### src/swq_pkg.sv
// ----------------------------------------------------------------------------
// swq_pkg: shared types and constants
// Request and status codes, field widths and the ring control bundle.
// ----------------------------------------------------------------------------
package swq_pkg;

	localparam int unsigned TID_W    = 8;
	localparam int unsigned COUNT_W  = 16;
	localparam int unsigned ACTION_W = 2;
	localparam int unsigned STATUS_W = 3;

	localparam logic [COUNT_W-1:0] COUNT_MAX = '1;

	typedef enum logic [ACTION_W-1:0] {
		ACT_WAIT   = 2'd0,
		ACT_TRY    = 2'd1,
		ACT_SIGNAL = 2'd2
	} action_t;

	typedef enum logic [STATUS_W-1:0] {
		ST_GRANTED     = 3'd0,
		ST_QUEUED      = 3'd1,
		ST_WOULD_BLOCK = 3'd2,
		ST_FULL        = 3'd3,
		ST_RAISED      = 3'd4,
		ST_WOKEN       = 3'd5
	} status_t;

	// control from the request logic to the waiter ring
	typedef struct packed {
		logic push;
		logic pop;
		logic clear;
	} ring_ctl_t;

endpackage

### src/semaphore_with_wait_queue.sv
// ----------------------------------------------------------------------------
// semaphore_with_wait_queue: counting semaphore with a FIFO of waiters
// Request channel (req_*) carries action and thread_id; response channel
// (rsp_*) returns status, woken_thread and count_now, one word per request.
// A word is taken at a clock edge where valid is high and stall is low.
//
// A request accepted into the input register has its response registered in
// the response register once that register can advance, which raises rsp_valid.
// One request per cycle is sustained while the receiver does not stall: the
// count update, the ring compare and the ring read or write all resolve in
// the single stage between the input register and the response register.
// When the receiver stalls, the response register holds its word; an empty
// input register still takes one request, and once it holds one req_stall
// stays high until the response is taken.
// Reset clears the count, both configuration registers and the ring pointers.
// Writing either APB register reloads the count (any nonzero value loads as 1
// in binary mode) and empties the ring; writes are expected only while idle.
// ----------------------------------------------------------------------------
module semaphore_with_wait_queue import swq_pkg::*; #(
	parameter int unsigned QUEUE_SLOTS = 16
) (
	input  logic                clk,
	input  logic                arst_n,
	// request channel
	input  logic                req_valid,
	output logic                req_stall,
	input  logic [ACTION_W-1:0] action,
	input  logic [TID_W-1:0]    thread_id,
	// response channel
	output logic                rsp_valid,
	input  logic                rsp_stall,
	output logic [STATUS_W-1:0] status,
	output logic [TID_W-1:0]    woken_thread,
	output logic [COUNT_W-1:0]  count_now,
	// configuration
	input  logic                psel,
	input  logic                penable,
	input  logic                pwrite,
	input  logic [2:0]          paddr,
	input  logic [31:0]         pwdata,
	output logic [31:0]         prdata,
	output logic                pready
);

	logic                binary_mode_q;
	logic [COUNT_W-1:0]  initial_count_q;
	logic [COUNT_W-1:0]  count_q;

	logic                valid_s1;
	logic [ACTION_W-1:0] action_s1;
	logic [TID_W-1:0]    tid_s1;

	logic                rsp_valid_q;
	logic [STATUS_W-1:0] status_q;
	logic [TID_W-1:0]    woken_q;
	logic [COUNT_W-1:0]  count_now_q;

	logic                cfg_wr;
	logic                new_mode;
	logic [COUNT_W-1:0]  new_init;
	logic                advance;
	logic                fire;

	ring_ctl_t           ring_ctl;
	logic                ring_empty, ring_full;
	logic [TID_W-1:0]    ring_head_word;

	logic [COUNT_W-1:0]  count_nxt;
	status_t             status_nxt;
	logic [TID_W-1:0]    woken_nxt;
	logic [COUNT_W-1:0]  taken_count;

	// ---------------- configuration port ----------------
	assign pready = 1'b1;
	assign cfg_wr = psel && penable && pwrite && pready;

	assign new_mode = (cfg_wr && !paddr[2]) ? pwdata[0] : binary_mode_q;
	assign new_init = (cfg_wr && paddr[2]) ? pwdata[COUNT_W-1:0] : initial_count_q;

	always_comb begin
		if (paddr[2])
			prdata = {{(32-COUNT_W){1'b0}}, initial_count_q};
		else
			prdata = {31'd0, binary_mode_q};
	end

	always_ff @(posedge clk or negedge arst_n) begin
		if (!arst_n) begin
			binary_mode_q   <= 1'b0;
			initial_count_q <= '0;
		end else if (cfg_wr) begin
			binary_mode_q   <= new_mode;
			initial_count_q <= new_init;
		end
	end

	// ---------------- input register ----------------
	assign advance   = !rsp_valid_q || !rsp_stall;
	assign fire      = valid_s1 && advance;
	assign req_stall = valid_s1 && !advance;

	always_ff @(posedge clk or negedge arst_n) begin
		if (!arst_n)
			valid_s1 <= 1'b0;
		else if (!req_stall)
			valid_s1 <= req_valid;
	end

	always_ff @(posedge clk) begin
		if (req_valid && !req_stall) begin
			action_s1 <= action;
			tid_s1    <= thread_id;
		end
	end

	// ---------------- request logic ----------------
	assign taken_count = binary_mode_q ? '0 : count_q - 1'b1;

	always_comb begin
		count_nxt     = count_q;
		status_nxt    = ST_WOULD_BLOCK;
		woken_nxt     = '0;
		ring_ctl.push = 1'b0;
		ring_ctl.pop  = 1'b0;
		ring_ctl.clear = cfg_wr;
		case (action_s1)
			ACT_WAIT: begin
				if (count_q != '0) begin
					count_nxt  = taken_count;
					status_nxt = ST_GRANTED;
				end else if (ring_full) begin
					status_nxt = ST_FULL;
				end else begin
					ring_ctl.push = fire;
					status_nxt    = ST_QUEUED;
				end
			end
			ACT_TRY: begin
				if (count_q != '0) begin
					count_nxt  = taken_count;
					status_nxt = ST_GRANTED;
				end
			end
			ACT_SIGNAL: begin
				if (!ring_empty) begin
					ring_ctl.pop = fire;
					woken_nxt    = ring_head_word;
					status_nxt   = ST_WOKEN;
				end else begin
					if (binary_mode_q)
						count_nxt = COUNT_W'(1);
					else if (count_q != COUNT_MAX)
						count_nxt = count_q + 1'b1;
					status_nxt = ST_RAISED;
				end
			end
			default: ;
		endcase
	end

	always_ff @(posedge clk or negedge arst_n) begin
		if (!arst_n)
			count_q <= '0;
		else if (cfg_wr)
			count_q <= new_mode ? COUNT_W'(new_init != '0) : new_init;
		else if (fire)
			count_q <= count_nxt;
	end

	swq_ring #(
		.SLOTS(QUEUE_SLOTS)
	) u_ring (
		.clk       (clk),
		.arst_n    (arst_n),
		.ctl       (ring_ctl),
		.wdata     (tid_s1),
		.empty     (ring_empty),
		.full      (ring_full),
		.head_word (ring_head_word)
	);

	// ---------------- response register ----------------
	always_ff @(posedge clk or negedge arst_n) begin
		if (!arst_n)
			rsp_valid_q <= 1'b0;
		else if (advance)
			rsp_valid_q <= valid_s1;
	end

	always_ff @(posedge clk) begin
		if (fire) begin
			status_q    <= status_nxt;
			woken_q     <= woken_nxt;
			count_now_q <= count_nxt;
		end
	end

	assign rsp_valid    = rsp_valid_q;
	assign status       = status_q;
	assign woken_thread = woken_q;
	assign count_now    = count_now_q;

endmodule

### src/swq_ring.sv
// ----------------------------------------------------------------------------
// swq_ring: ring of waiting thread ids
// Head and tail pointers over a small memory. The head entry is kept in a
// registered read port, prefetched at the next head address every cycle.
// ----------------------------------------------------------------------------
module swq_ring import swq_pkg::*; #(
	parameter int unsigned SLOTS = 16
) (
	input  logic             clk,
	input  logic             arst_n,
	input  ring_ctl_t        ctl,
	input  logic [TID_W-1:0] wdata,
	output logic             empty,
	output logic             full,
	output logic [TID_W-1:0] head_word
);

	localparam int unsigned IDX_W = (SLOTS > 1) ? $clog2(SLOTS) : 1;
	localparam logic [IDX_W-1:0] LAST = IDX_W'(SLOTS - 1);

	logic [TID_W-1:0] mem [SLOTS];
	logic [IDX_W-1:0] head_q, tail_q;
	logic [IDX_W-1:0] head_inc, tail_inc;
	logic [IDX_W-1:0] head_nxt, tail_nxt;
	logic [TID_W-1:0] rd_q;

	assign head_inc = (head_q == LAST) ? '0 : head_q + 1'b1;
	assign tail_inc = (tail_q == LAST) ? '0 : tail_q + 1'b1;

	assign empty     = (head_q == tail_q);
	assign full      = (head_q == tail_inc);
	assign head_word = rd_q;

	always_comb begin
		head_nxt = head_q;
		tail_nxt = tail_q;
		if (ctl.clear) begin
			head_nxt = '0;
			tail_nxt = '0;
		end else begin
			if (ctl.pop)
				head_nxt = head_inc;
			if (ctl.push)
				tail_nxt = tail_inc;
		end
	end

	always_ff @(posedge clk or negedge arst_n) begin
		if (!arst_n) begin
			head_q <= '0;
			tail_q <= '0;
		end else begin
			head_q <= head_nxt;
			tail_q <= tail_nxt;
		end
	end

	// write-first bypass: a push into an empty ring lands at the next head
	always_ff @(posedge clk) begin
		if (ctl.push && !ctl.clear)
			mem[tail_q] <= wdata;
		if (ctl.push && !ctl.clear && (tail_q == head_nxt))
			rd_q <= wdata;
		else
			rd_q <= mem[head_nxt];
	end

endmodule

### config.mk
export PLATFORM = sky130hd
export DESIGN_NAME = semaphore_with_wait_queue
export DESIGN_NICKNAME = d
export VERILOG_FILES = /design/src/swq_pkg.sv /design/src/semaphore_with_wait_queue.sv /design/src/swq_ring.sv
export SDC_FILE = /design/constraint.sdc
export NUM_CORES = 1
export LEC_CHECK = 0
export BUFFER_PORTS_ARGS = -buffer_cell sky130_fd_sc_hd__buf_2
export CAP_MARGIN = 20
export CORE_ASPECT_RATIO = 0.75
export CORE_MARGIN = 2
export CORE_UTILIZATION = 30
export CTS_CLUSTER_DIAMETER = 30
export CTS_CLUSTER_SIZE = 24
export DETAILED_ROUTE_END_ITERATION = 10
export GPL_ROUTABILITY_DRIVEN = 0
export PLACE_DENSITY = 0.45
export SLEW_MARGIN = 20
export SYNTH_ARGS = -nofsm -noshare
export SYNTH_HDL_FRONTEND = slang
export SYNTH_SLANG_ARGS = --single-unit
### constraint.sdc
create_clock -name clk -period 3.8 [get_ports clk]
set_input_delay 0.38 -clock clk [delete_from_list [all_inputs] [get_ports clk]]
set_output_delay 0.38 -clock clk [all_outputs]
set_load 0.01 [all_outputs]
==> Flow_metrics.wiki <==
{| class="wikitable"
! Metric !! Value
|-
| Run status || finished clean
|-
| Setup crit start kind || register
|-
| Number of fill cells in the layout || 3089
|-
| Instance area after placement || 0.01078 mm2
|-
| P_leak || 4.424 nW
|-
| Metal-1 WL || 13610 um
|-
| Number of synthesized register bits || approximately 210
|-
| Critical Path Sink Type || register
|-
| Num rows || 57
|-
| Number of primary I/O pins || around 110
|-
| FFs w/ async S/R, synth || 20.28%
|-
| Synth Instances || 700
|-
| H-tree level count || 2
|-
| Capture endpoint of the worst hold path || tid_s1[3]
|-
| TritonCTS Buffers || 43
|-
| Share of post-route cells with drive strength above 1 || between 20 and 30%
|-
| Smallest hold slack || 0.03110 ns
|-
| Number of sinks driven by the clock tree || 212
|-
| Netlist area before placement || 0.009849 mm2
|-
| Ratio of final minimum period to clock period || approximately 93%
|-
| Number of antenna violations at the first check in global routing || 1
|-
| Worst slew pin tran || between 1 and 1.5 ns
|-
| Launch instance of the worst min-delay path || thread_id[3]
|-
| Sequential-to-total area share from yosys stat || just over 60%
|-
| Worst setup margin || 0.2527 ns
|-
| Maximum vdd drop || 0.0003292 V
|-
| Tot GR Track Use || roughly 16%
|-
| Insertion delay to the later sink of the worst-skew pair || 0.53 ns
|-
| Vias post-DR || 6592
|-
| First-pass GRT wire length || 40850 um
|-
| Number of enable-type register cells in the synthesized netlist || 165
|-
| Area Overhead vs Synth || 25.13%
|-
| Sum of internal, switching and leakage power || 7.465 mW
|-
| Depth of the worst register-to-register path || 9
|-
| Worst reg2reg setup slack || 0.25 ns
|-
| Unrepaired setup endpoints after global routing || no
|-
| NumNets Final || a little under 900
|-
| Largest area contributor in the netlist || sky130_fd_sc_hd__edfxtp_1
|-
| Req. time, crit path || 4.03 ns
|-
| Final setup viols || 0
|-
| Final global-route overflow total || 0
|-
| Final worst path period need || 3.547 ns
|-
| Register clock-pin slew on the reported worst setup and hold paths || around 0.05 ns
|-
| Setup crit start || count_q[1]
|-
| Sum of routed wire length over all layers || 27540 um
|-
| Post-route cell area || 0.01232 mm2
|-
| Worst r2r dst || u_ring.mem[14][0]
|-
| Overall die area || 0.03431 mm2
|-
| YS warnings || 0
|-
| Setup Skew || 0.01971 ns
|-
| Total Neg Setup Slack || 0 ns
|-
| Post-DRT Antenna Nets || 0
|-
| DRC violation count after routing || 0
|-
| Worst max-slew margin expressed relative to the limit || 32.26%
|-
| Die X || 213.2 um
|-
| Utilization after layout || 38.06%
|-
| Met3 WL post-DR || 2206 um
|-
| Total power density per cell area || 605.7 mW/mm2
|-
| Max-slew violation total from the final report || 0
|-
| Drt wl/cell || approximately 21 um
|-
| Cell Count, Final, Fillers Out || 1289
|-
| Post-DR vias/cell || a little over 5
|-
| Synth unique cells || 74
|-
| Starting density of the core || 30.42%
|-
| Critical Path AT || 3.78 ns
|-
| Yosys top cell area share || 50.30%
|-
| Iter 0 DRT Violations || 722
|-
| Cell total after placement || 1207
|-
| Hold/Removal Path Class || input pin to register
|-
| Highest signal layer in the routed design || met4
|-
| Number of hold violations in the final report || 0
|-
| Category of the most critical setup path || register to register
|-
| Number of input and output port buffers inserted || 78
|-
| Routed wl met2 || 11260 um
|-
| Setup Fix Bufs, Post-CTS || 0
|-
| Biggest fanout along the worst timing path || 16
|-
| Mean Syn Cell Area || 14.07 um2
|-
| Launching point of the worst reg2reg path || count_q[1]
|-
| Placeable Area || 0.03238 mm2
|-
| Chip height || 160.9 um
|-
| Max-capacitance violation count || 0
|-
| First drt pass iteration count || 5
|-
| Largest net degree at the start of global routing || between 40 and 50
|-
| Most used standard cells in the synthesized netlist || sky130_fd_sc_hd__edfxtp_1, sky130_fd_sc_hd__dfrtp_1, sky130_fd_sc_hd__mux4_2
|-
| TritonCTS clock tree || yes
|-
| Most frequent cell after synthesis || sky130_fd_sc_hd__edfxtp_1
|-
| Upper clock frequency limit || 281.9 MHz
|-
| Number of stages on the worst hold path || 1
|-
| Final HPWL from detailed placement || 19260 um
|-
| Dominant cells by area after synthesis || sky130_fd_sc_hd__edfxtp_1, sky130_fd_sc_hd__dfrtp_1, sky130_fd_sc_hd__mux4_2, sky130_fd_sc_hd__mux2_2, sky130_fd_sc_hd__nor3_1
|-
| Post-Place Setup Slack || 0.1386 ns
|-
| Synth Flop Type || sky130_fd_sc_hd__edfxtp_1
|-
| Number of global-route vias before repair || 6340
|-
| Buffer levels on the longest clock path || 3
|-
| Clock root buffer master || sky130_fd_sc_hd__clkbuf_16
|}
## area by class of cell
cell class	instances	area, um2	area share [%]
tap	442	553.0	4.487
antenna	2	5.005	0.04061
clock inverter	34	414.1	3.360
timing repair buffer	111	643.1	5.218
multi-input combinational	420	3406	27.63
clock buffer	45	1105	8.964
inverter	23	86.33	0.7005
sequential	212	6112	49.59
## power breakdown
group / total (mW) / switching [mW] / internal, mW
Sequential: 2.85 / 0.195 / 2.65
Combinational: 0.748 / 0.444 / 0.304
Clock: 3.87 / 1.26 / 2.61
Total: 7.47 / 1.90 / 5.57
## layer usage
metal | up-vias | track usage [%]
met5 | - | 0
li1 | 2960 | -
met2 | 256 | 21.56
met3 | 38 | 3.226
met4 | 0 | 4.830
met1 | 3338 | 26.10
## cells by family (layout without fill, tap and decap cells)
group	Yosys count	after routing	share of synthesized area (%)
AND/OR/NAND/NOR	200	200	11.03
multiplexers	66	66	11.99
AO/OA/AOI/OAI	119	119	8.740
XOR/XNOR	11	11	1.169
adder cells (fa/ha/maj)	7	7	0.8892
buffers and inverters	83	213	4.065
other	2	19	0.07625
flip-flops	212	212	62.04
## worst max path at each step
stage	endpoint	slack (ns)
finish	u_ring.mem[14][0]	0.25
global route	u_ring.mem[14][0]	0.06
CTS	u_ring.mem[14][1]	0.10
detailed placement	u_ring.mem[14][1]	0.14
global placement	u_ring.mem[14][5]	0.23
floorplan	u_ring.mem[0][0]	0.31
## cell usage in the layout, fill, tap and decap left out, drive strengths merged, types with 10 or more instances in the layout
master and n:
nor2 29, mux2i 10, nor2b 18, a21oi 18, nand2 33, nand3 12
mux2 16, nand4 10, edfxtp 165, nor4 21, mux4 40, dfrtp 43
inv 28, buf 110, clkinv 15, conb 17, nor3 33, and2 18
o21ai 16, clkbuf 45
## critical path, stage by stage, from the launching register on
cell	delay, ns
sky130_fd_sc_hd__dfrtp_1	0.46
sky130_fd_sc_hd__inv_1	0.13
sky130_fd_sc_hd__ha_1	0.24
sky130_fd_sc_hd__or4b_1	0.57
sky130_fd_sc_hd__nor3_2	0.30
sky130_fd_sc_hd__nand2_1	0.13
sky130_fd_sc_hd__nor4_1	0.28
sky130_fd_sc_hd__or4b_4	0.62
sky130_fd_sc_hd__nor3_1	0.28
sky130_fd_sc_hd__buf_4	0.23
## sequential cells by signal, summed over array words and instances (netlist names), named ones only
register	count
action_s1	2
u_ring.head_q	4
count_now	16
tid_s1	8
rsp_valid	1
status	3
valid_s1	1
initial_count_q	16
u_ring.mem	128
binary_mode_q	1
count_q	16
woken_thread	8
u_ring.tail_q	4
## timing repair
item,in CTS,in global routing
gates resized for setup,0,1
endpoints found under the hold margin,0,43
endpoints found under the setup margin,0,128
hold buffers,0,1
(Power assumes the default switching activity.)
